<file path="src/hdl/http_request_header_tokenizer_macros.svh">
// Assertion macros used by the tokenizer top level.
`ifndef HTTP_REQUEST_HEADER_TOKENIZER_MACROS_SVH
`define HTTP_REQUEST_HEADER_TOKENIZER_MACROS_SVH

// Same-cycle implication, sampled on the block clock, off during reset.
`define HRT_ASSERT_IMPL(label, pre, post) \
   label: assert property (@(posedge clock) disable iff (reset) (pre) |-> (post)) \
      else $error("tokenizer assertion failed");

// Next-cycle implication, sampled on the block clock, off during reset.
`define HRT_ASSERT_NEXT(label, pre, post) \
   label: assert property (@(posedge clock) disable iff (reset) (pre) |=> (post)) \
      else $error("tokenizer assertion failed");

`endif

</file>
<file path="src/hdl/hrt_pkg.sv">
// Shared types, codes and helper functions of the HTTP request tokenizer.
`default_nettype none

package hrt_pkg;

   // Result kinds
   localparam logic [3:0] KindVerb        = 4'd0;
   localparam logic [3:0] KindUri         = 4'd1;
   localparam logic [3:0] KindReqOk       = 4'd2;
   localparam logic [3:0] KindName        = 4'd3;
   localparam logic [3:0] KindValue       = 4'd4;
   localparam logic [3:0] KindHeaderEnd   = 4'd5;
   localparam logic [3:0] KindHeadersDone = 4'd6;
   localparam logic [3:0] KindBody        = 4'd7;
   localparam logic [3:0] KindBodyDone    = 4'd8;
   localparam logic [3:0] KindError       = 4'd9;

   // Error codes
   localparam logic ErrTooLong = 1'b0;  // 431
   localparam logic ErrBadReq  = 1'b1;  // 400

   // Method codes
   localparam logic VerbGet  = 1'b0;
   localparam logic VerbPost = 1'b1;

   // Characters
   localparam logic [7:0] ChSpace = 8'h20;
   localparam logic [7:0] ChColon = 8'h3A;
   localparam logic [7:0] ChLf    = 8'h0A;
   localparam logic [7:0] ChCr    = 8'h0D;
   localparam logic [7:0] ChG     = 8'h47;
   localparam logic [7:0] ChE     = 8'h45;
   localparam logic [7:0] ChT     = 8'h54;
   localparam logic [7:0] ChP     = 8'h50;
   localparam logic [7:0] ChO     = 8'h4F;
   localparam logic [7:0] ChS     = 8'h53;

   // Method match progress
   localparam logic [2:0] VmNone = 3'd0;
   localparam logic [2:0] VmG    = 3'd1;
   localparam logic [2:0] VmGe   = 3'd2;
   localparam logic [2:0] VmGet  = 3'd3;
   localparam logic [2:0] VmP    = 3'd4;
   localparam logic [2:0] VmPo   = 3'd5;
   localparam logic [2:0] VmPos  = 3'd6;
   localparam logic [2:0] VmPost = 3'd7;
   localparam logic [3:0] VmMiss = 4'b1000;

   // Configuration registers
   localparam int         MaxLineBits  = 13;
   localparam int         BodyLenBits  = 24;
   localparam logic       CsrMaxLine   = 1'b0;
   localparam logic       CsrBodyLen   = 1'b1;
   localparam logic [MaxLineBits-1:0] MaxLineReset = 13'd1024;
   localparam logic [BodyLenBits-1:0] BodyLenReset = 24'd0;

   // Result queue
   localparam int RspDepth     = 4;
   localparam int RspPtrBits   = 2;
   localparam int RspLevelBits = 3;
   localparam logic [RspLevelBits-1:0] RspTakeMax = 3'd2;

   typedef enum logic [3:0] {
      PhReq  = 4'b0001,
      PhHdr  = 4'b0010,
      PhBody = 4'b0100,
      PhEnd  = 4'b1000
   } phase_type;

   typedef struct packed {
      logic [3:0] kind;
      logic [7:0] data;
      logic       verb_code;
      logic       error_code;
      logic       last;
   } result_type;

   typedef struct packed {
      logic [1:0] count;
      result_type item1;
      result_type item0;
   } res_pair_type;

   typedef struct packed {
      logic [RspLevelBits-1:0] level;
      logic                    can_take;
   } fifo_status_type;

   // Append one result to the pair; count never passes two.
   function automatic res_pair_type push_result(res_pair_type p, logic [3:0] kind,
                                                logic [7:0] data, logic verb, logic err);
      result_type   r;
      res_pair_type q;
      r.kind       = kind;
      r.data       = data;
      r.verb_code  = verb;
      r.error_code = err;
      r.last       = 1'b0;
      q = p;
      if (p.count == 2'd0) begin
         q.item0 = r;
      end else begin
         q.item1 = r;
      end
      q.count = p.count + 2'd1;
      return q;
   endfunction

   // Advance the method match; bit 3 set means the byte cannot continue it.
   function automatic logic [3:0] verb_next(logic [2:0] m, logic [7:0] b);
      logic [3:0] n;
      n = VmMiss;
      case (m)
         VmNone: begin
            if (b == ChG) n = {1'b0, VmG};
            else if (b == ChP) n = {1'b0, VmP};
         end
         VmG:   if (b == ChE) n = {1'b0, VmGe};
         VmGe:  if (b == ChT) n = {1'b0, VmGet};
         VmP:   if (b == ChO) n = {1'b0, VmPo};
         VmPo:  if (b == ChS) n = {1'b0, VmPos};
         VmPos: if (b == ChT) n = {1'b0, VmPost};
         default: n = VmMiss;
      endcase
      return n;
   endfunction

endpackage

`default_nettype wire

</file>
<file path="src/hdl/http_request_header_tokenizer.sv">
// Top level of the HTTP request header tokenizer: config registers, parser, result queue.
//
//   Channel  Dir  Transaction                Payload
//   req_     in   one request byte           tdata[7:0] byte
//   rsp_     out  one token                  tuser kind, tdata value, tlast end of byte
//   csr_     in   one register write         index, data
//
// Accepts one byte per cycle while the result queue has room. A byte waits in the
// input register until the queue can take its results, which are then written into
// the four-entry result queue, and tokens leave on rsp_ from the queue head. A byte
// gives zero, one or two tokens and each token takes one rsp_ transaction, so the
// output port sets the rate when bytes give two tokens. Reset is synchronous: parser
// back at the request line, queue empty, max_line_length 1024, body_length 0.
// req_tready drops while the queue holds three or more tokens and the input register
// is full.
`default_nettype none
`include "http_request_header_tokenizer_macros.svh"

module http_request_header_tokenizer #(
   parameter int LINE_COUNT_BITS = 13
) (
   input  wire logic                              clock,
   input  wire logic                              reset,
   // request byte stream
   input  wire logic                              req_tvalid,
   output      logic                              req_tready,
   input  wire logic [7:0]                        req_tdata,   // [7:0] in_byte
   // token stream
   output      logic                              rsp_tvalid,
   input  wire logic                              rsp_tready,
   output      logic [15:0]                       rsp_tdata,   // [7:0] data, [8] verb_code,
                                                               // [9] error_code, [15:10] zero
   output      logic [3:0]                        rsp_tuser,   // [3:0] kind
   output      logic                              rsp_tlast,   // last token of its byte
   // register writes
   input  wire logic                              csr_valid,
   output      logic                              csr_ready,
   input  wire logic                              csr_index,
   input  wire logic [hrt_pkg::BodyLenBits-1:0]   csr_data
);

   logic [hrt_pkg::MaxLineBits-1:0]  max_line_ff, max_line_in;
   logic [hrt_pkg::BodyLenBits-1:0]  body_len_ff, body_len_in;
   hrt_pkg::res_pair_type            push;
   hrt_pkg::result_type              head;
   hrt_pkg::fifo_status_type         status;
   logic                             pop;
   logic                             rsp_final;

   // Writes are always taken; the user must write the block only while idle, and the block does not enforce it.
   assign csr_ready = 1'b1;

   always_comb begin
      max_line_in = max_line_ff;
      body_len_in = body_len_ff;
      if (csr_valid && csr_ready) begin
         case (csr_index)
            hrt_pkg::CsrMaxLine: max_line_in = csr_data[hrt_pkg::MaxLineBits-1:0];
            hrt_pkg::CsrBodyLen: body_len_in = csr_data;
            default: begin
               max_line_in = max_line_ff;
               body_len_in = body_len_ff;
            end
         endcase
      end
   end

   always_ff @(posedge clock) begin
      if (reset) begin
         max_line_ff <= hrt_pkg::MaxLineReset;
         body_len_ff <= hrt_pkg::BodyLenReset;
      end else begin
         max_line_ff <= max_line_in;
         body_len_ff <= body_len_in;
      end
   end

   // Parse one byte per cycle, while the result queue has room, into zero to two tokens.
   hrt_core #(
      .LINE_COUNT_BITS (LINE_COUNT_BITS)
   ) u_core (
      .clock           (clock),
      .reset           (reset),
      .in_valid        (req_tvalid),
      .in_ready        (req_tready),
      .in_byte         (req_tdata),
      .max_line_length (max_line_ff),
      .body_length     (body_len_ff),
      .can_take        (status.can_take),
      .push            (push)
   );

   // Hold tokens until the consumer takes them.
   hrt_rsp_fifo u_rsp_fifo (
      .clock  (clock),
      .reset  (reset),
      .push   (push),
      .pop    (pop),
      .head   (head),
      .status (status)
   );

   assign rsp_tvalid = (status.level != '0);
   assign pop        = rsp_tvalid & rsp_tready;
   assign rsp_tdata  = {6'd0, head.error_code, head.verb_code, head.data};
   assign rsp_tuser  = head.kind;
   assign rsp_tlast  = head.last;

   // Error and body-done end the stream.
   assign rsp_final  = (rsp_tuser == hrt_pkg::KindError) ||
                       (rsp_tuser == hrt_pkg::KindBodyDone);

   // Queue never overfills.
   `HRT_ASSERT_IMPL(a_queue_bound, 1'b1, status.level <= hrt_pkg::RspLevelBits'(hrt_pkg::RspDepth))
   // Error and body-done close a byte's tokens.
   `HRT_ASSERT_IMPL(a_final_is_last, rsp_tvalid && rsp_final, rsp_tlast)
   // Nothing follows once the stream has ended or failed.
   `HRT_ASSERT_NEXT(a_quiet_after_end, pop && rsp_final, !rsp_tvalid)

endmodule

`default_nettype wire

</file>
<file path="src/hdl/hrt_core.sv">
// Input register, parser state and one-pass step logic of the tokenizer.
`default_nettype none

module hrt_core #(
   parameter int LINE_COUNT_BITS = 13
) (
   input  wire logic                              clock,
   input  wire logic                              reset,
   input  wire logic                              in_valid,
   output      logic                              in_ready,
   input  wire logic [7:0]                        in_byte,
   input  wire logic [hrt_pkg::MaxLineBits-1:0]   max_line_length,
   input  wire logic [hrt_pkg::BodyLenBits-1:0]   body_length,
   input  wire logic                              can_take,
   output      hrt_pkg::res_pair_type             push
);

   localparam int LimW = (LINE_COUNT_BITS > hrt_pkg::MaxLineBits) ?
                         LINE_COUNT_BITS : hrt_pkg::MaxLineBits;
   localparam logic [LimW-1:0] LineCap = LimW'((64'd1 << LINE_COUNT_BITS) - 64'd1);

   typedef struct packed {
      hrt_pkg::phase_type                phase;
      logic [LINE_COUNT_BITS-1:0]        line_count;
      logic [1:0]                        space_count;
      logic [2:0]                        verb_match;
      logic                              uri_nonempty;
      logic                              colon_seen;
      logic                              value_started;
      logic                              cr_pending;
      logic [hrt_pkg::BodyLenBits-1:0]   body_left;
   } pstate_type;

   typedef struct packed {
      pstate_type            st;
      hrt_pkg::res_pair_type pr;
   } step_type;

   // One content byte of a request or header line.
   function automatic step_type content_step(step_type s, logic [7:0] b,
                                             logic [LINE_COUNT_BITS-1:0] lim);
      step_type   r;
      logic [3:0] vn;
      r  = s;
      vn = hrt_pkg::verb_next(r.st.verb_match, b);
      if (r.st.line_count >= lim) begin
         r.st.phase = hrt_pkg::PhEnd;
         r.pr = hrt_pkg::push_result(r.pr, hrt_pkg::KindError, 8'd0, 1'b0,
                                     hrt_pkg::ErrTooLong);
      end else begin
         r.st.line_count = r.st.line_count + LINE_COUNT_BITS'(1);
         if (r.st.phase == hrt_pkg::PhReq) begin
            if (r.st.space_count == 2'd0) begin
               if (b == hrt_pkg::ChSpace) begin
                  if (r.st.verb_match != hrt_pkg::VmGet &&
                      r.st.verb_match != hrt_pkg::VmPost) begin
                     r.st.phase = hrt_pkg::PhEnd;
                     r.pr = hrt_pkg::push_result(r.pr, hrt_pkg::KindError, 8'd0, 1'b0,
                                                 hrt_pkg::ErrBadReq);
                  end else begin
                     r.st.space_count = 2'd1;
                     r.pr = hrt_pkg::push_result(r.pr, hrt_pkg::KindVerb, 8'd0,
                                                 r.st.verb_match == hrt_pkg::VmPost, 1'b0);
                  end
               end else if (vn[3]) begin
                  r.st.verb_match = hrt_pkg::VmNone;
                  r.st.phase = hrt_pkg::PhEnd;
                  r.pr = hrt_pkg::push_result(r.pr, hrt_pkg::KindError, 8'd0, 1'b0,
                                              hrt_pkg::ErrBadReq);
               end else begin
                  r.st.verb_match = vn[2:0];
               end
            end else if (r.st.space_count == 2'd1) begin
               if (b == hrt_pkg::ChSpace) begin
                  if (!r.st.uri_nonempty) begin
                     r.st.phase = hrt_pkg::PhEnd;
                     r.pr = hrt_pkg::push_result(r.pr, hrt_pkg::KindError, 8'd0, 1'b0,
                                                 hrt_pkg::ErrBadReq);
                  end else begin
                     r.st.space_count = 2'd2;
                  end
               end else begin
                  r.st.uri_nonempty = 1'b1;
                  r.pr = hrt_pkg::push_result(r.pr, hrt_pkg::KindUri, b, 1'b0, 1'b0);
               end
            end
         end else begin
            if (!r.st.colon_seen) begin
               if (b == hrt_pkg::ChColon) begin
                  r.st.colon_seen = 1'b1;
               end else begin
                  r.pr = hrt_pkg::push_result(r.pr, hrt_pkg::KindName, b, 1'b0, 1'b0);
               end
            end else if (r.st.value_started || b != hrt_pkg::ChSpace) begin
               r.st.value_started = 1'b1;
               r.pr = hrt_pkg::push_result(r.pr, hrt_pkg::KindValue, b, 1'b0, 1'b0);
            end
         end
      end
      return r;
   endfunction

   pstate_type                 state_ff, state_in;
   logic                       in_valid_ff;
   logic [7:0]                 in_byte_ff;
   logic                       consume;
   logic [LimW-1:0]            mll_ext;
   logic [LINE_COUNT_BITS-1:0] lim;
   step_type                   stp;

   assign consume  = in_valid_ff & can_take;
   assign in_ready = ~in_valid_ff | consume;
   assign mll_ext  = LimW'(max_line_length);
   assign lim      = (mll_ext > LineCap) ? LineCap[LINE_COUNT_BITS-1:0] :
                                           mll_ext[LINE_COUNT_BITS-1:0];

   always_comb begin
      stp.st = state_ff;
      stp.pr = '0;
      case (state_ff.phase)
         hrt_pkg::PhBody: begin
            stp.pr = hrt_pkg::push_result(stp.pr, hrt_pkg::KindBody, in_byte_ff,
                                          1'b0, 1'b0);
            if (stp.st.body_left != '0) begin
               stp.st.body_left = stp.st.body_left - hrt_pkg::BodyLenBits'(1);
            end
            if (stp.st.body_left == '0) begin
               stp.st.phase = hrt_pkg::PhEnd;
               stp.pr = hrt_pkg::push_result(stp.pr, hrt_pkg::KindBodyDone, 8'd0,
                                             1'b0, 1'b0);
            end
         end
         hrt_pkg::PhReq, hrt_pkg::PhHdr: begin
            if (in_byte_ff == hrt_pkg::ChLf) begin
               stp.st.cr_pending    = 1'b0;
               stp.st.line_count    = '0;
               stp.st.colon_seen    = 1'b0;
               stp.st.value_started = 1'b0;
               if (state_ff.phase == hrt_pkg::PhReq) begin
                  if (state_ff.space_count != 2'd2) begin
                     stp.st.phase = hrt_pkg::PhEnd;
                     stp.pr = hrt_pkg::push_result(stp.pr, hrt_pkg::KindError, 8'd0,
                                                   1'b0, hrt_pkg::ErrBadReq);
                  end else begin
                     stp.st.phase = hrt_pkg::PhHdr;
                     stp.pr = hrt_pkg::push_result(stp.pr, hrt_pkg::KindReqOk, 8'd0,
                                 state_ff.verb_match == hrt_pkg::VmPost, 1'b0);
                  end
               end else if (state_ff.line_count != '0) begin
                  stp.pr = hrt_pkg::push_result(stp.pr, hrt_pkg::KindHeaderEnd, 8'd0,
                                                1'b0, 1'b0);
               end else begin
                  // blank line: headers are over
                  stp.pr = hrt_pkg::push_result(stp.pr, hrt_pkg::KindHeadersDone, 8'd0,
                                                1'b0, 1'b0);
                  if (body_length == '0) begin
                     stp.st.phase = hrt_pkg::PhEnd;
                     stp.pr = hrt_pkg::push_result(stp.pr, hrt_pkg::KindBodyDone, 8'd0,
                                                   1'b0, 1'b0);
                  end else begin
                     stp.st.body_left = body_length;
                     stp.st.phase     = hrt_pkg::PhBody;
                  end
               end
            end else begin
               // a held CR that is not followed by LF counts as content first
               if (stp.st.cr_pending) begin
                  stp.st.cr_pending = 1'b0;
                  stp = content_step(stp, hrt_pkg::ChCr, lim);
               end
               if (stp.st.phase != hrt_pkg::PhEnd) begin
                  if (in_byte_ff == hrt_pkg::ChCr) begin
                     stp.st.cr_pending = 1'b1;
                  end else begin
                     stp = content_step(stp, in_byte_ff, lim);
                  end
               end
            end
         end
         default: begin
            stp.st = state_ff;
         end
      endcase
      if (stp.pr.count == 2'd2) begin
         stp.pr.item1.last = 1'b1;
      end else if (stp.pr.count == 2'd1) begin
         stp.pr.item0.last = 1'b1;
      end
      state_in = consume ? stp.st : state_ff;
      push     = stp.pr;
      if (!consume) begin
         push.count = 2'd0;
      end
   end

   always_ff @(posedge clock) begin
      if (reset) begin
         state_ff.phase         <= hrt_pkg::PhReq;
         state_ff.line_count    <= '0;
         state_ff.space_count   <= 2'd0;
         state_ff.verb_match    <= hrt_pkg::VmNone;
         state_ff.uri_nonempty  <= 1'b0;
         state_ff.colon_seen    <= 1'b0;
         state_ff.value_started <= 1'b0;
         state_ff.cr_pending    <= 1'b0;
         state_ff.body_left     <= '0;
         in_valid_ff            <= 1'b0;
      end else begin
         state_ff <= state_in;
         if (in_valid && in_ready) begin
            in_valid_ff <= 1'b1;
         end else if (consume) begin
            in_valid_ff <= 1'b0;
         end
      end
   end

   always_ff @(posedge clock) begin
      if (in_valid && in_ready) begin
         in_byte_ff <= in_byte;
      end
   end

endmodule

`default_nettype wire

</file>
<file path="src/hdl/hrt_rsp_fifo.sv">
// Four-entry result queue that takes up to two results per cycle.
`default_nettype none

module hrt_rsp_fifo (
   input  wire logic                      clock,
   input  wire logic                      reset,
   input  wire hrt_pkg::res_pair_type     push,
   input  wire logic                      pop,
   output      hrt_pkg::result_type       head,
   output      hrt_pkg::fifo_status_type  status
);

   hrt_pkg::result_type                    entry_ff [hrt_pkg::RspDepth];
   logic [hrt_pkg::RspPtrBits-1:0]         wr_ptr_ff, rd_ptr_ff;
   logic [hrt_pkg::RspPtrBits-1:0]         wr_next;
   logic [hrt_pkg::RspLevelBits-1:0]       level_ff, level_in;

   assign wr_next         = wr_ptr_ff + hrt_pkg::RspPtrBits'(1);
   assign level_in        = level_ff + hrt_pkg::RspLevelBits'(push.count) -
                            hrt_pkg::RspLevelBits'(pop);
   assign head            = entry_ff[rd_ptr_ff];
   assign status.level    = level_ff;
   assign status.can_take = (level_ff <= hrt_pkg::RspTakeMax);

   always_ff @(posedge clock) begin
      if (reset) begin
         wr_ptr_ff <= '0;
         rd_ptr_ff <= '0;
         level_ff  <= '0;
      end else begin
         wr_ptr_ff <= wr_ptr_ff + push.count;
         rd_ptr_ff <= rd_ptr_ff + hrt_pkg::RspPtrBits'(pop);
         level_ff  <= level_in;
      end
   end

   always_ff @(posedge clock) begin
      if (push.count != 2'd0) begin
         entry_ff[wr_ptr_ff] <= push.item0;
      end
      if (push.count == 2'd2) begin
         entry_ff[wr_next] <= push.item1;
      end
   end

endmodule

`default_nettype wire

</file>
<file path="config.mk">
export PLATFORM = sky130hd
export DESIGN_NAME = http_request_header_tokenizer
export DESIGN_NICKNAME = d
export VERILOG_FILES = /design/src/hdl/hrt_pkg.sv /design/src/hdl/http_request_header_tokenizer.sv /design/src/hdl/hrt_core.sv /design/src/hdl/hrt_rsp_fifo.sv
export VERILOG_INCLUDE_DIRS = /design/src /design/src/hdl
export SDC_FILE = /design/constraint.sdc
export NUM_CORES = 1
export LEC_CHECK = 0
export ABC_AREA = 0
export BUFFER_PORTS_ARGS = -buffer_cell sky130_fd_sc_hd__buf_2
export CAP_MARGIN = 0
export CORE_MARGIN = 2
export CORE_UTILIZATION = 46
export DETAILED_ROUTE_END_ITERATION = 8
export GPL_ROUTABILITY_DRIVEN = 0
export PLACE_DENSITY = 0.66
export REMOVE_ABC_BUFFERS = 1
export SETUP_SLACK_MARGIN = 0.15
export SYNTH_ARGS = -nofsm -noshare
export SYNTH_HDL_FRONTEND = slang
export SYNTH_SLANG_ARGS = --single-unit
</file>
<file path="constraint.sdc">
create_clock -name clock -period 6.61 [get_ports clock]
set_input_delay 0.9915 -clock clock [delete_from_list [all_inputs] [get_ports clock]]
set_output_delay 0.9915 -clock clock [all_outputs]
set_load 0.01 [all_outputs]
</file>
Word-level counts from Yosys, hierarchy flattened
Memories as Yosys holds them, arrays and structs flattened. A register that Yosys moved wholly into a read port is not among the register bits.
Cells that the tools add are included.
{"block": "op_classes", "n_addsub": 9, "n_mul": 0, "div_mod_pow": 0, "order_cmp": 4, "n_eq_ne": 36, "shift": 0, "n_mux": 126, "bitwise": 6, "reduce_logical": 22}
{"op": "32-bit 2-to-1 mux", "count": 19}
{"op": "82-bit 2-to-1 mux", "count": 4}
{"op": "15-bit 2-to-1 mux", "count": 13}
{"op": "4-bit 2-to-1 mux", "count": 34}
{"op": "24-bit 2-to-1 mux", "count": 5}
{"op": "32-bit one-hot mux with 2 select lines", "count": 1}
{"op": "31-bit 2-to-1 mux", "count": 2}
{"op": "59-bit 2-to-1 mux", "count": 1}
{"op": "8-bit by 7-bit equality test with 1-bit output (second input constant)", "count": 6}
{"op": "24-bit logical NOT", "count": 2}
{"op": "24-bit one-hot mux with 2 select lines", "count": 1}
{"op": "30-bit 2-to-1 mux", "count": 1}
{"op": "13-bit by 1-bit adder with 13-bit output (second input constant)", "count": 2}
{"op": "13-bit >= comparator", "count": 2}
{"op": "13-bit 2-to-1 mux", "count": 2}
{"op": "25-bit 2-to-1 mux", "count": 1}
{"op": "4-bit one-hot mux with 6 select lines", "count": 1}
{"op": "24-bit nonzero test", "count": 1}
{"op": "24-bit by 1-bit subtractor with 24-bit output (second input constant)", "count": 1}
{"op": "1-bit 2-to-1 mux", "count": 22}
{"op": "21-bit 2-to-1 mux", "count": 1}
{"op": "2-bit 2-to-1 mux", "count": 9}
{"op": "17-bit 2-to-1 mux", "count": 1}
{"op": "8-bit by 4-bit equality test with 1-bit output (second input constant)", "count": 2}
{"op": "other kinds (41)", "count": 69}
{"block": "word_totals", "register_bits": 103, "latchBits": 0, "ram_bits": 60, "romBits": 0, "inputBits": 38, "output_inout_bits": 24, "elab_cells": 220, "n_memories": 1}
{"memory": "u_rsp_fifo.entry_ff", "depth": 4, "word_bits": 15, "rd": 1, "rd_ports_with_merged_regs": 1, "write_ports": 2, "line": "hrt_rsp_fifo.sv:13", "source": "hrt_pkg::result_type entry_ff [hrt_pkg::RspDepth];"}

Logic depth before layout (Yosys ltp)
Gate-level depths: netlist of run 1.
{"block": "depth", "word_depth": 29, "mapped_depth": 25, "ltp_nobuf": 24}

Hierarchy
From an unflattened synthesis of run 1, not the netlist that was laid out.
{"block": "unflattened", "cells_unflattened": 1199, "hier_area_um2": 11144.4}
{"module": "hrt_core", "n_inst": 1, "cells_each": 844, "area_per_inst_um2": 6027.0, "seq_area_each_um2": 1261.2}
{"module": "hrt_rsp_fifo", "n_inst": 1, "cells_each": 190, "area_per_inst_um2": 3423.3, "seq_area_each_um2": 1941.9}
{"module": "http_request_header_tokenizer", "n_inst": 1, "cells_each": 165, "area_per_inst_um2": 1694.1, "seq_area_each_um2": 740.7}

Worst setup path after synthesis of run 1
OpenSTA, ideal clock, no wires.
{"block": "synth_path", "kind": "flip-flop to flip-flop", "start": "register u_core.state_ff[33] (netlist bit)", "end": "memory u_rsp_fifo.entry_ff[1][0] (netlist bit) (enable)", "setup_time_ps": 406, "t_arrival_ps": 6032, "t_required_ps": 6204, "setup_slack_ps": 172, "path_stages_with_launch": 23, "n_path_buf": 2, "synth_period_minus_slack_ps": 6438, "path_cell_list": "dfxtp_1 > inv_1 > ha_1 > nand2b_1 > maj3_2 > a221o_1 > a211oi_1 > clkbuf_1 > xnor2_1 > inv_1 > ha_1 > nor2b_1 > nor2_1 > o311a_1 > o211ai_1 > o221ai_1 > a221oi_1 > or2_2 > nand2_2 > o211ai_1 > buf_2 > mux2_2 > nor3_1"}
{"item": "start: declaration", "line": "hrt_core.sv:103", "source": "pstate_type state_ff, state_in;"}
{"item": "start signal: assignment", "line": "hrt_core.sv:209", "source": "state_ff <= state_in;"}
{"item": "end: declaration", "line": "hrt_rsp_fifo.sv:13"}

Worst setup path in the final report of run 1
{"block": "layout_path", "start": "register u_core.state_ff[33] (netlist bit)", "end": "register u_rsp_fifo.level_ff[1] (netlist bit)"}
{"block": "layout_via", "elab_chain_len": 23, "elab_cells_between_ends": 47, "cone_classes": "4 x add/sub; 2 x order compare; 7 x eq/ne; 31 x mux; 3 x reduce/logical"}
{"item": "13-bit >= comparator", "line": "hrt_core.sv:46", "source": "if (r.st.line_count >= lim) begin"}
{"item": "4-bit 2-to-1 mux", "line": "hrt_core.sv:46"}
{"item": "82-bit 2-to-1 mux", "line": "hrt_core.sv:167", "source": "if (stp.st.cr_pending) begin"}
{"item": "82-bit 2-to-1 mux", "line": "hrt_core.sv:134", "source": "if (in_byte_ff == hrt_pkg::ChLf) begin"}
{"item": "82-bit 2-to-1 mux", "line": "hrt_core.sv:120", "source": "case (state_ff.phase)"}
{"item": "3-bit equality test (tied with other cells)", "line": "hrt_pkg.sv:113", "source": "case (m)"}
{"item": "4-bit one-hot mux with 6 select lines", "line": "hrt_pkg.sv:113"}
{"item": "4-bit 2-to-1 mux", "line": "hrt_core.sv:172", "source": "if (in_byte_ff == hrt_pkg::ChCr) begin"}
{"item": "[8 not listed]"}
{"item": "32-bit 2-to-1 mux", "line": "hrt_core.sv:172"}
{"item": "82-bit 2-to-1 mux", "line": "hrt_core.sv:171", "source": "if (stp.st.phase != hrt_pkg::PhEnd) begin"}
{"item": "59-bit 2-to-1 mux *", "line": "hrt_core.sv:134"}
{"item": "32-bit one-hot mux with 2 select lines *", "line": "hrt_core.sv:120"}
{"item": "2-bit 2-to-1 mux *", "line": "hrt_core.sv:191", "source": "if (!consume) begin"}
{"item": "3-bit by 2-bit adder with 3-bit output *", "line": "hrt_rsp_fifo.sv:19", "source": "assign level_in = level_ff + hrt_pkg::RspLevelBits'(push.count) -"}
{"item": "3-bit by 1-bit subtractor with 3-bit output *", "line": "hrt_rsp_fifo.sv:19"}
{"item": "via u_rsp_fifo.level_in, one bit", "line": "hrt_rsp_fifo.sv:16", "source": "logic [hrt_pkg::RspLevelBits-1:0] level_ff, level_in;"}
{"item": "end signal: assignment", "line": "hrt_rsp_fifo.sv:33", "source": "level_ff <= level_in;"}
{"item": "end: declaration", "line": "hrt_rsp_fifo.sv:16"}
Mark *: on every way through the listed nets, which the timed path passes. The rest lies on a longest branch. The select of a mux whose other input is x is not followed.
A chain may end at the register's enable or synchronous reset.

==> results of run 1 <==
==> cell families (layout without fill, tap and decap cells) <==
group                      Yosys count  in the layout  synth area share (%)
other                                2              7                0.0733
adders and majority gates           38             38                  4.63
DFF                                163            163                  38.5
and+or+nand+nor                    446            446                  21.7
xor gates and xnor gates            46             46                  4.08
AOI/OAI and AO/OA                  263            263                  16.9
muxes                               76             76                  9.36
buffers and inverters              113            142                  4.76
==> power by group through the flow <==
stage / Clock [mW] / Combinational (mW) / Sequential, mW
final: 1.08 / 0.810 / 1.23
after CTS: 1.09 / 0.802 / 1.24
after global routing: 1.13 / 0.887 / 1.24
after floorplan: 0 / 0.546 / 1.23
after detailed placement: 0 / 0.797 / 1.26
after global placement: 0 / 0.786 / 1.25
==> final cells by class <==
cell class                      count  area [sq um]
Clock inverter                     15           211
Sequential cell                   163          3940
Timing Repair Buffer               76           435
Multi-Input combinational cell    876          5880
Fill cell                        2070         10500
Tap cell                          280           350
Inverter                           34           128
Clock buffer                       17           425
==> worst min path at each step <==
| stage | endpoint | cells after the start | from |
|---|---|---|---|
| after global placement | max_line_ff[3]$_SDFFE_PP0P_ | 2 | max_line_ff[3]$_SDFFE_PP0P_ |
| final | max_line_ff[9]$_SDFFE_PP0P_ | 2 | max_line_ff[9]$_SDFFE_PP0P_ |
| after detailed placement | max_line_ff[9]$_SDFFE_PP0P_ | 2 | max_line_ff[9]$_SDFFE_PP0P_ |
| after CTS | max_line_ff[9]$_SDFFE_PP0P_ | 2 | max_line_ff[9]$_SDFFE_PP0P_ |
| after floorplan | max_line_ff[11]$_SDFFE_PP0P_ | 2 | max_line_ff[11]$_SDFFE_PP0P_ |
| after global routing | body_len_ff[21]$_SDFFE_PP0P_ | 2 | body_len_ff[21]$_SDFFE_PP0P_ |
==> cell usage after synthesis (4+ instances only) <==
| cell | count | area, sq um |
|---|---|---|
| nor4_1 | 23 | 144 |
| o21a_1 | 4 | 30.0 |
| nor3_1 | 27 | 135 |
| nand4_1 | 13 | 81.3 |
| mux2_1 | 4 | 45.0 |
| o21ai_1 | 7 | 35.0 |
| nand3_1 | 28 | 140 |
| or3_1 | 13 | 81.3 |
| mux2_2 | 4 | 45.0 |
| xor2_1 | 17 | 149 |
| and2_1 | 7 | 43.8 |
| nand2_1 | 176 | 661 |
| buf_4 | 8 | 60.1 |
| or4_1 | 5 | 37.5 |
| nor2_1 | 89 | 334 |
| xnor2_1 | 28 | 245 |
| inv_1 | 32 | 120 |
| a22oi_1 | 13 | 97.6 |
| nand2b_1 | 10 | 62.6 |
| o211ai_1 | 11 | 82.6 |
| buf_6 | 4 | 45.0 |
| clkbuf_1 | 61 | 229 |
| dfxtp_1 | 95 | 1900 |
| or2_2 | 4 | 25.0 |
| nor2b_1 | 10 | 62.6 |
| nand3b_1 | 4 | 30.0 |
| mux4_2 | 15 | 338 |
| a211oi_1 | 19 | 143 |
| o31ai_1 | 12 | 90.1 |
| a21o_1 | 8 | 60.1 |
| o21ai_0 | 36 | 180 |
| and3_1 | 7 | 43.8 |
| edfxtp_1 | 68 | 2040 |
| a211o_1 | 4 | 35.0 |
| a21oi_1 | 90 | 450 |
| a31oi_1 | 11 | 68.8 |
| ha_1 | 32 | 400 |
| mux2i_1 | 53 | 531 |
| a22o_1 | 4 | 35.0 |
==> worst register-to-register path: stages, from the launching register on <==
cell and delay [ns]:
dfxtp_1 0.40, inv_1 0.11, ha_1 0.27, nand2b_1 0.14, maj3_2 0.34, a221o_1 0.44, a211oi_4 0.37, xnor2_1 0.21
inv_1 0.07, ha_1 0.28, nor2b_1 0.21, nor2_1 0.08, o311a_1 0.30, o211ai_1 0.12, o221ai_1 0.17, a221oi_1 0.41
nor2_1 0.23, or4_1 0.60, o211ai_4 0.23, ha_1 0.32, inv_1 0.09, fa_1 0.39, nor2b_1 0.14
==> registers in the layout, indices dropped and copies added, names as in the netlist <==
name,flops
u_rsp_fifo.level_ff,3
u_rsp_fifo.entry_ff,60
u_core.in_byte_ff,8
u_rsp_fifo.wr_ptr_ff,2
u_core.in_valid_ff,1
body_len_ff,24
u_rsp_fifo.rd_ptr_ff,2
u_core.state_ff,50
max_line_ff,13
==> what timing repair did <==
item | in CTS | in global routing
gates resized for setup | 0 | 4
endpoints found under the setup margin | 0 | 75
hold buffers | 0 | 0
setup buffers | 0 | 0
==> through the flow <==
| stage | hold slack (ns) | total power, mW |
|---|---|---|
| finish | 0.462 | 3.12 |
| global route | 0.496 | 3.26 |
| CTS | 0.464 | 3.13 |
| detailed placement | 0.454 | 2.06 |
| global placement | 0.445 | 2.04 |
| floorplan | 0.430 | 1.78 |
==> layer usage <==
metal  GRT usage, %  routed length, um  vias up
li1               -                  -     4242
met1           30.3              11700     4165
met2           37.8              12700      303
met3           3.46               1570       65
met4           8.02                766        0
met5              0                  0        -
==> results.ini, run 1 <==
[sta]
period_minus_slack_ns = 6.05
maxSlewViolCount = 0
final-setup-viol-count = 0
fmax_ghz = 0.165
tightest_slew_ns = 1.10
hold_viol_final = 0
relSlewSlack_pct = 26.6
worst_slack_ns = 0.560
fin_tns_setup_ns = 0
finalCritPeriodShare_pct = 91.5
finClkSkew_ns = 0.0108
rsz0062_at_grt = no

[floorplan]
core_sq_um = 21800
fp.dieArea_sq_um = 23500
die-width_um = 153
start_util_pct = 46.9
io_pins = 62
die_h_um = 153
rows = 54

[logic_synthesis]
async_flop_share_pct = 0
ys_types = 91
synth_seq_cells = 163
syn-cell-area_sq_um = 10200
synthFlopType = dfxtp_1
seq_area_frac_synth_pct = 38.5
ys_warn_count = 0
avgSynthCellArea_sq_um = 8.93
syn_inst = 1147
synth_edf_count = 68

[worst_setup_path]
r2r_end = u_rsp_fifo.level_ff[1]$_SDFF_PP0_
timing.rr.start = u_core.state_ff[33]$_SDFFE_PP0P_
crit_chain = inv_1 -> ha_1 -> nand2b_1 -> maj3_2 -> a221o_1 -> a211oi_4 -> xnor2_1 -> inv_1 -> ha_1 -> nor2b_1 -> nor2_1 -> o311a_1 -> o211ai_1 -> o221ai_1 -> a221oi_1 -> nor2_1 -> or4_1 -> o211ai_4 -> ha_1 -> inv_1 -> fa_1 -> nor2b_1
crit_buf_inv = 3
rrSetupSlack_ns = 0.56
worstRegToRegCells = 22
cp-start-kind = flip-flop
cp.depth = 22
crit_arrival_ns = 6.36
crit_family = compound AO/OA/AOI/OAI gates
critPathKind = flip-flop to flip-flop
critical_path.max_fanout = 8
cp.required_ns = 6.92
cp-startpoint = u_core.state_ff[33]$_SDFFE_PP0P_
slowest_stage = or4_1
max_stage_delay_ns = 0.60
crit_end = u_rsp_fifo.level_ff[1]$_SDFF_PP0_
end_kind = flip-flop

[cells_and_area]
design_area_sq_um = 11400
fin_cells = 1461
nNetsFinal = 1239
drive_above_1_share_pct = 13.8
layout_common_cells = nand2_1 (176), dfxtp_1 (95), a21oi_1 (89)
area_delta_synth_final_pct = 11.0
layout_commonest_cell = nand2_1
diodes = 0
utilization_pct = 52.1

[routing]
drc_errors = 0
viasPerCell = 6.01
wl_per_cell_um = 18.3
first_pass_iters = 7
totalWireLength_mm = 26.7
drt_iter0_drc = 865
vias = 8775
ant_nets = 0

[pwr]
switching_share_pct = 32.7
peakVddDrop_mv = 0.175
pwr-share-seq_pct = 39.5
internal-power_mw = 2.10
clockPowerShare_pct = 34.5
netSwitchingPower_mw = 1.02
pwr-share-comb_pct = 26.0
powerDensity_nw_per_um2 = 274
leakagePower_nw = 4.05

[global_route]
grt_max_degree = 49
grt.overflow.total = 0
grt_use_total_pct = 22.8
antenna_found_initial = 0
first_global_vias = 8330
grt_pass1_wl_mm = 43.4

[worst_hold_path]
worstHoldPathType = flip-flop to flip-flop

[clock_tree]
cts_buffers = 17
clock_latency_ns = 0.43
cts_htree_levels = 4
cts_sinks = 163
clkTransAtPathRegs_ns = 0.07
clock-root-buffer = clkbuf_16
cts_buffer_depth = 2
cts_tree = yes

[place]
dpl_worst_slack_ns = 0.437
hpwlAfterDp_mm = 19.1
place_inst = 1429
placed_cell_area_sq_um = 10700
port_buffers = 54

[flow_run]
drv_cap = 0

[status]
outcome = completed

(Power assumes the default switching activity.)
==> run 2, diff against run 1 <==
--- a/config.mk
+++ b/config.mk
@@ -11,6 +11,7 @@
 export CAP_MARGIN = 0
 export CORE_MARGIN = 2
 export CORE_UTILIZATION = 46
+export CTS_BUF_LIST = sky130_fd_sc_hd__clkbuf_2
 export DETAILED_ROUTE_END_ITERATION = 8
 export GPL_ROUTABILITY_DRIVEN = 0
 export PLACE_DENSITY = 0.66
==> run 2 against run 1 <==
  * Largest cell class unchanged
  * Utilization shrank 1.6 points
  * Total power fell by 14%
  * Combinational power barely moved
  * Worst setup slack got worse by 0.012 ns
  * Clock power is 40% lower
  * Count of clock-buffer cells in the layout unchanged
  * Maximum frequency decreased by 0.19%
  * Worst hold slack worse by 0.080 ns
==> results.ini, run 2 (synthesis results as in run 1) <==
[sta]
finalCritPeriodShare_pct = 91.7
hold_viol_final = 0
finClkSkew_ns = 0.0474
final-setup-viol-count = 0
tightest_slew_ns = 1.10
fin_tns_setup_ns = 0
fmax_ghz = 0.165
relSlewSlack_pct = 26.6
period_minus_slack_ns = 6.06
rsz0062_at_grt = no
maxSlewViolCount = 0
hold_ws_ns = 0.381

[global_route]
first_global_vias = 8247
grt_max_degree = 49
grt_pass1_wl_mm = 43.0
antenna_found_initial = 1
grt.overflow.total = 0
grt_use_total_pct = 22.5

[floorplan]
fp.dieArea_sq_um = 23500
rows = 54
core_sq_um = 21800
start_util_pct = 46.9
io_pins = 62
die_h_um = 153
die-width_um = 153

[cells_and_area]
drive_above_1_share_pct = 13.8
multiInputGateArea_sq_um = 5870
reg_top3 = u_rsp_fifo.entry_ff: 60 flops, u_core.state_ff: 50 flops, body_len_ff: 24 flops
nNetsFinal = 1239
layout_common_cells = nand2_1 (176), dfxtp_1 (95), a21oi_1 (89)
design_area_sq_um = 11000
layout_commonest_cell = nand2_1
top_register = u_rsp_fifo.entry_ff
fill_cells = 2132
register_area_sq_um = 3940
area_delta_synth_final_pct = 7.65
utilization_pct = 50.5
largest_reg_flops = 60

[routing]
drt_iter0_drc = 836
viasPerCell = 5.99
wl_per_cell_um = 18.1
vias = 8763
totalWireLength_mm = 26.5
first_pass_iters = 9
drc_errors = 0
ant_nets = 0

[pwr]
peakVddDrop_mv = 0.154
finalPower_mw = 2.69
leakagePower_nw = 3.91
powerDensity_nw_per_um2 = 244

[clock_tree]
clock-root-buffer = clkbuf_2
cts_buffer_depth = 2
clock_latency_ns = 0.78
post_cts_buffers = 0
cts_sinks = 163
clkTransAtPathRegs_ns = 0.27
cts_tree = yes
holdBufCountCts = 0
cts_htree_levels = 4
cts_buffers = 17

[worst_hold_path]
worstHoldPathType = input port to flip-flop
hold_path_depth = 1
min_from = req_tdata[3]
worstHoldEndpoint = u_core.in_byte_ff[3]$_DFFE_PP_

[worst_setup_path]
worstRegToRegCells = 22
r2r_end = u_rsp_fifo.level_ff[1]$_SDFF_PP0_
timing.rr.start = u_core.state_ff[33]$_SDFFE_PP0P_
max_stage_delay_ns = 0.60
crit_chain = inv_1 -> ha_1 -> nand2b_1 -> maj3_2 -> a221o_1 -> a211oi_2 -> xnor2_1 -> inv_1 -> ha_1 -> nor2b_1 -> nor2_1 -> o311a_1 -> o211ai_1 -> o221ai_1 -> a221oi_1 -> nor2_1 -> or4_1 -> o211ai_4 -> ha_1 -> inv_1 -> fa_1 -> nor2b_1
crit_buf_inv = 3
cp.required_ns = 7.30
slowest_stage = or4_1
critPathKind = flip-flop to flip-flop
end_kind = flip-flop
crit_family = compound AO/OA/AOI/OAI gates
rrSetupSlack_ns = 0.55
critical_path.max_fanout = 8
cp-start-kind = flip-flop
crit_arrival_ns = 6.75

[place]
placed_cell_area_sq_um = 10700
hpwlAfterDp_mm = 19.1
port_buffers = 54

[status]
outcome = completed

[flow_run]
drv_cap = 0

==> run 2: changes by cell type in the layout (fill, tap and decap cells not counted) <==
cell       delta
a211oi_2      +1
a211oi_4      -1
clkbuf_16    -17
clkbuf_2     +17
diode_2       +1
==> run 2: what timing repair did <==
action | 4_1_cts | 5_1_grt
gates resized for setup | 0 | 3
endpoints found under the hold margin | 0 | 0
endpoints found under the setup margin | 0 | 63
==> run 2: layout make-up <==
type                    count  share of cell area (%)
diodes                      1                  0.0227
clock buffers              17                   0.772
clock inverters            15                    1.92
inverters                  34                    1.16
multi-input cells         876                    53.2
flip-flops and latches    163                    35.8
well taps                 280                    3.18
repair buffers             76                    3.95
==> run 2: worst max-delay path by stage <==
| stage | startpoint | end | slack [ns] | depth (start not counted) |
|---|---|---|---|---|
| detailed placement | u_core.state_ff[33]$_SDFFE_PP0P_ | u_rsp_fifo.level_ff[1]$_SDFF_PP0_ | 0.44 | 22 |
| CTS | u_core.state_ff[33]$_SDFFE_PP0P_ | u_rsp_fifo.level_ff[1]$_SDFF_PP0_ | 0.43 | 23 |
| global route | u_core.state_ff[33]$_SDFFE_PP0P_ | u_rsp_fifo.level_ff[1]$_SDFF_PP0_ | 0.15 | 22 |
| finish | u_core.state_ff[33]$_SDFFE_PP0P_ | u_rsp_fifo.level_ff[1]$_SDFF_PP0_ | 0.55 | 22 |
| global placement | u_core.state_ff[33]$_SDFFE_PP0P_ | u_rsp_fifo.level_ff[1]$_SDFF_PP0_ | 0.56 | 23 |
| floorplan | u_core.state_ff[33]$_SDFFE_PP0P_ | u_rsp_fifo.entry_ff[1][0]$_DFFE_PP_ | -0.41 | 20 |
==> run 2: worst register-to-register path, cell delays in order, from the launching register on <==
cell and delay (ns):
dfxtp_1 0.46, inv_1 0.11, ha_1 0.27, nand2b_1 0.14, maj3_2 0.34, a221o_1 0.43
a211oi_2 0.43, xnor2_1 0.22, inv_1 0.07, ha_1 0.27, nor2b_1 0.19, nor2_1 0.08
o311a_1 0.29, o211ai_1 0.12, o221ai_1 0.16, a221oi_1 0.41, nor2_1 0.23, or4_1 0.60
o211ai_4 0.23, ha_1 0.32, inv_1 0.09, fa_1 0.39, nor2b_1 0.14
==> run 2: layer usage <==
metal	global-route usage [%]	up-vias	routed length [um]
met4	6.66	0	686
li1	-	4239	-
met2	37.6	337	12500
met3	3.57	69	1570
met5	0	-	0
met1	30.2	4118	11700
==> run 2: where the power goes <==
part | internal, mW | switching, mW | leakage (nW) | total, mW
Combinational | 0.328 | 0.481 | 2.33 | 0.809
Clock | 0.232 | 0.411 | 0.171 | 0.643
Sequential | 1.16 | 0.0773 | 1.40 | 1.23
Total | 1.72 | 0.970 | 3.91 | 2.69
==> run 2: per-stage QoR <==
step	setup WS (ns)	cells
finish	0.549	1462
global route	0.145	1462
CTS	0.432	1461
detailed placement	0.437	1429
global placement	0.558	1429
floorplan	-0.412	1073
==> run 3, diff against run 2 <==
--- a/config.mk
+++ b/config.mk
@@ -14,6 +14,8 @@
 export CTS_BUF_LIST = sky130_fd_sc_hd__clkbuf_2
 export DETAILED_ROUTE_END_ITERATION = 8
 export GPL_ROUTABILITY_DRIVEN = 0
+export HOLD_SLACK_MARGIN = 0.08
+export MAX_ROUTING_LAYER = met4
 export PLACE_DENSITY = 0.66
 export REMOVE_ABC_BUFFERS = 1
 export SETUP_SLACK_MARGIN = 0.15
==> run 3 against run 2 <==
  * Cell count stayed put
  * Via count hardly changed
  * Die area stayed put
  * Highest routed layer unchanged
==> results.ini, run 3 (synthesis results as in run 1) <==
[worst_setup_path]
cp.required_ns = 7.29
crit_arrival_ns = 6.77
critical_path.max_fanout = 9
critPathKind = flip-flop to flip-flop
cp-startpoint = u_core.state_ff[41]$_SDFFE_PP0P_
cp-start-kind = flip-flop
timing.rr.start = u_core.state_ff[41]$_SDFFE_PP0P_
end_kind = flip-flop

[global_route]
grt_use_total_pct = 23.3
grt_pass1_wl_mm = 43.1
antenna_found_initial = 1
grt_max_degree = 49
met2_usage_pct = 37.6
grt.overflow.total = 0
use_met1_pct = 30.3
gr-usage-met3_pct = 3.54
busiest_layer = met2
first_global_vias = 8227

[floorplan]
start_util_pct = 46.9
die_h_um = 153
core_sq_um = 21800
fp.dieArea_sq_um = 23500
io_pins = 62
die-width_um = 153
rows = 54

[clock_tree]
cts_sinks = 163
holdBufCountCts = 0
clock-root-buffer = clkbuf_2
clkTransAtPathRegs_ns = 0.27
clock_latency_ns = 0.79
cts_htree_levels = 4
cts_buffers = 17
cts_tree = yes
cts_buffer_depth = 2

[cells_and_area]
top_register = u_rsp_fifo.entry_ff
nNetsFinal = 1239
drive_above_1_share_pct = 13.8
design_area_sq_um = 11000
layout_commonest_cell = nand2_1
fill_cells = 2132
fin_cells = 1462
reg_top3 = u_rsp_fifo.entry_ff: 60 flops, u_core.state_ff: 50 flops, body_len_ff: 24 flops
multiInputGateArea_sq_um = 5870
area_delta_synth_final_pct = 7.65
largest_reg_flops = 60
layout_common_cells = nand2_1 (176), dfxtp_1 (95), a21oi_1 (89)
register_area_sq_um = 3940
utilization_pct = 50.5

[sta]
period_minus_slack_ns = 6.09
hold_viol_final = 0
finClkSkew_ns = 0.0488
fin_tns_setup_ns = 0
finalCritPeriodShare_pct = 92.1
rsz0062_at_grt = no
final-setup-viol-count = 0
maxSlewViolCount = 0
tightest_slew_ns = 1.10
relSlewSlack_pct = 26.8
fmax_ghz = 0.164

[pwr]
pwr-share-seq_pct = 45.9
powerDensity_nw_per_um2 = 244
pwr-share-comb_pct = 30.1
leakagePower_nw = 3.91
clockPowerShare_pct = 23.9
switching_share_pct = 36.1
internal-power_mw = 1.72
netSwitchingPower_uw = 970
peakVddDrop_mv = 0.155

[routing]
totalWireLength_mm = 26.6
wl_per_cell_um = 18.2
first_pass_iters = 8
vias = 8766
drt_iter0_drc = 808
ant_nets = 0
drc_errors = 0
viasPerCell = 6.00

[place]
place_inst = 1429
hpwlAfterDp_mm = 19.1
port_buffers = 54
placed_cell_area_sq_um = 10700

[worst_hold_path]
min_from = req_tdata[3]
worstHoldPathType = input port to flip-flop

[flow_run]
drv_cap = 0

[status]
outcome = completed

## run 3: cell counts in the layout (fill, tap and decap cells not counted)
Identical to the previous run, type by type.
## run 3: critical path, cell delays in order (launching register included)
cell and delay, ns:
dfxtp_1 0.59, ha_1 0.35, nand3b_1 0.10, a21oi_1 0.10, a311oi_2 0.48, o211ai_1 0.35
nor2_2 0.29, nand3_1 0.12, xor2_1 0.27, inv_1 0.07, ha_1 0.29, a21o_1 0.18
a21o_1 0.16, a21oi_1 0.23, nand2_1 0.08, a221oi_1 0.33, nor2_1 0.24, or4_1 0.60
o211ai_4 0.23, ha_1 0.32, inv_1 0.09, fa_1 0.39, nor2b_1 0.14
## run 3: final timing paths
check / to / cells after the start / slack (ns)
hold reg to reg: max_line_ff[9]$_SDFFE_PP0P_ / 2 / 0.48
setup reg to reg: u_rsp_fifo.level_ff[1]$_SDFF_PP0_ / 22 / 0.52
setup / recovery: u_rsp_fifo.level_ff[1]$_SDFF_PP0_ / 22 / 0.52
hold / removal: u_core.in_byte_ff[3]$_DFFE_PP_ / 1 / 0.37
## run 3: metrics by stage
step | hold WS [ns] | power (mW) | setup slack (ns)
global placement | 0.445 | 2.04 | 0.558
detailed placement | 0.454 | 2.06 | 0.437
global route | 0.293 | 2.83 | 0.142
CTS | 0.312 | 2.70 | 0.432
finish | 0.372 | 2.69 | 0.523
floorplan | 0.430 | 1.78 | -0.412
## run 3: cell type report
type                    count  area share, %
diodes                      1         0.0227
clock buffers              17          0.772
clock inverters            15           1.92
inverters                  34           1.16
multi-input cells         876           53.2
flip-flops and latches    163           35.8
well taps                 280           3.18
repair buffers             76           3.95
## run 3: layer usage
layer  wire length (um)  part of all wire (%)
met5                  0                     0
met3               1620                   6.1
met4                681                   2.6
met2              12600                    47
met1              11700                    44
## run 3: power by group through the flow
stage	Sequential [mW]	Combinational, mW	Clock (mW)
floorplan	1.23	0.546	0
global placement	1.25	0.786	0
detailed placement	1.26	0.797	0
CTS	1.24	0.801	0.661
global route	1.25	0.885	0.702
finish	1.23	0.810	0.643
## run 3: timing repair
| action | 4_1_cts | 5_1_grt |
|---|---|---|
| gates resized for setup | 0 | 3 |
| setup endpoints to repair | 0 | 62 |
| buffers inserted | 0 | 0 |
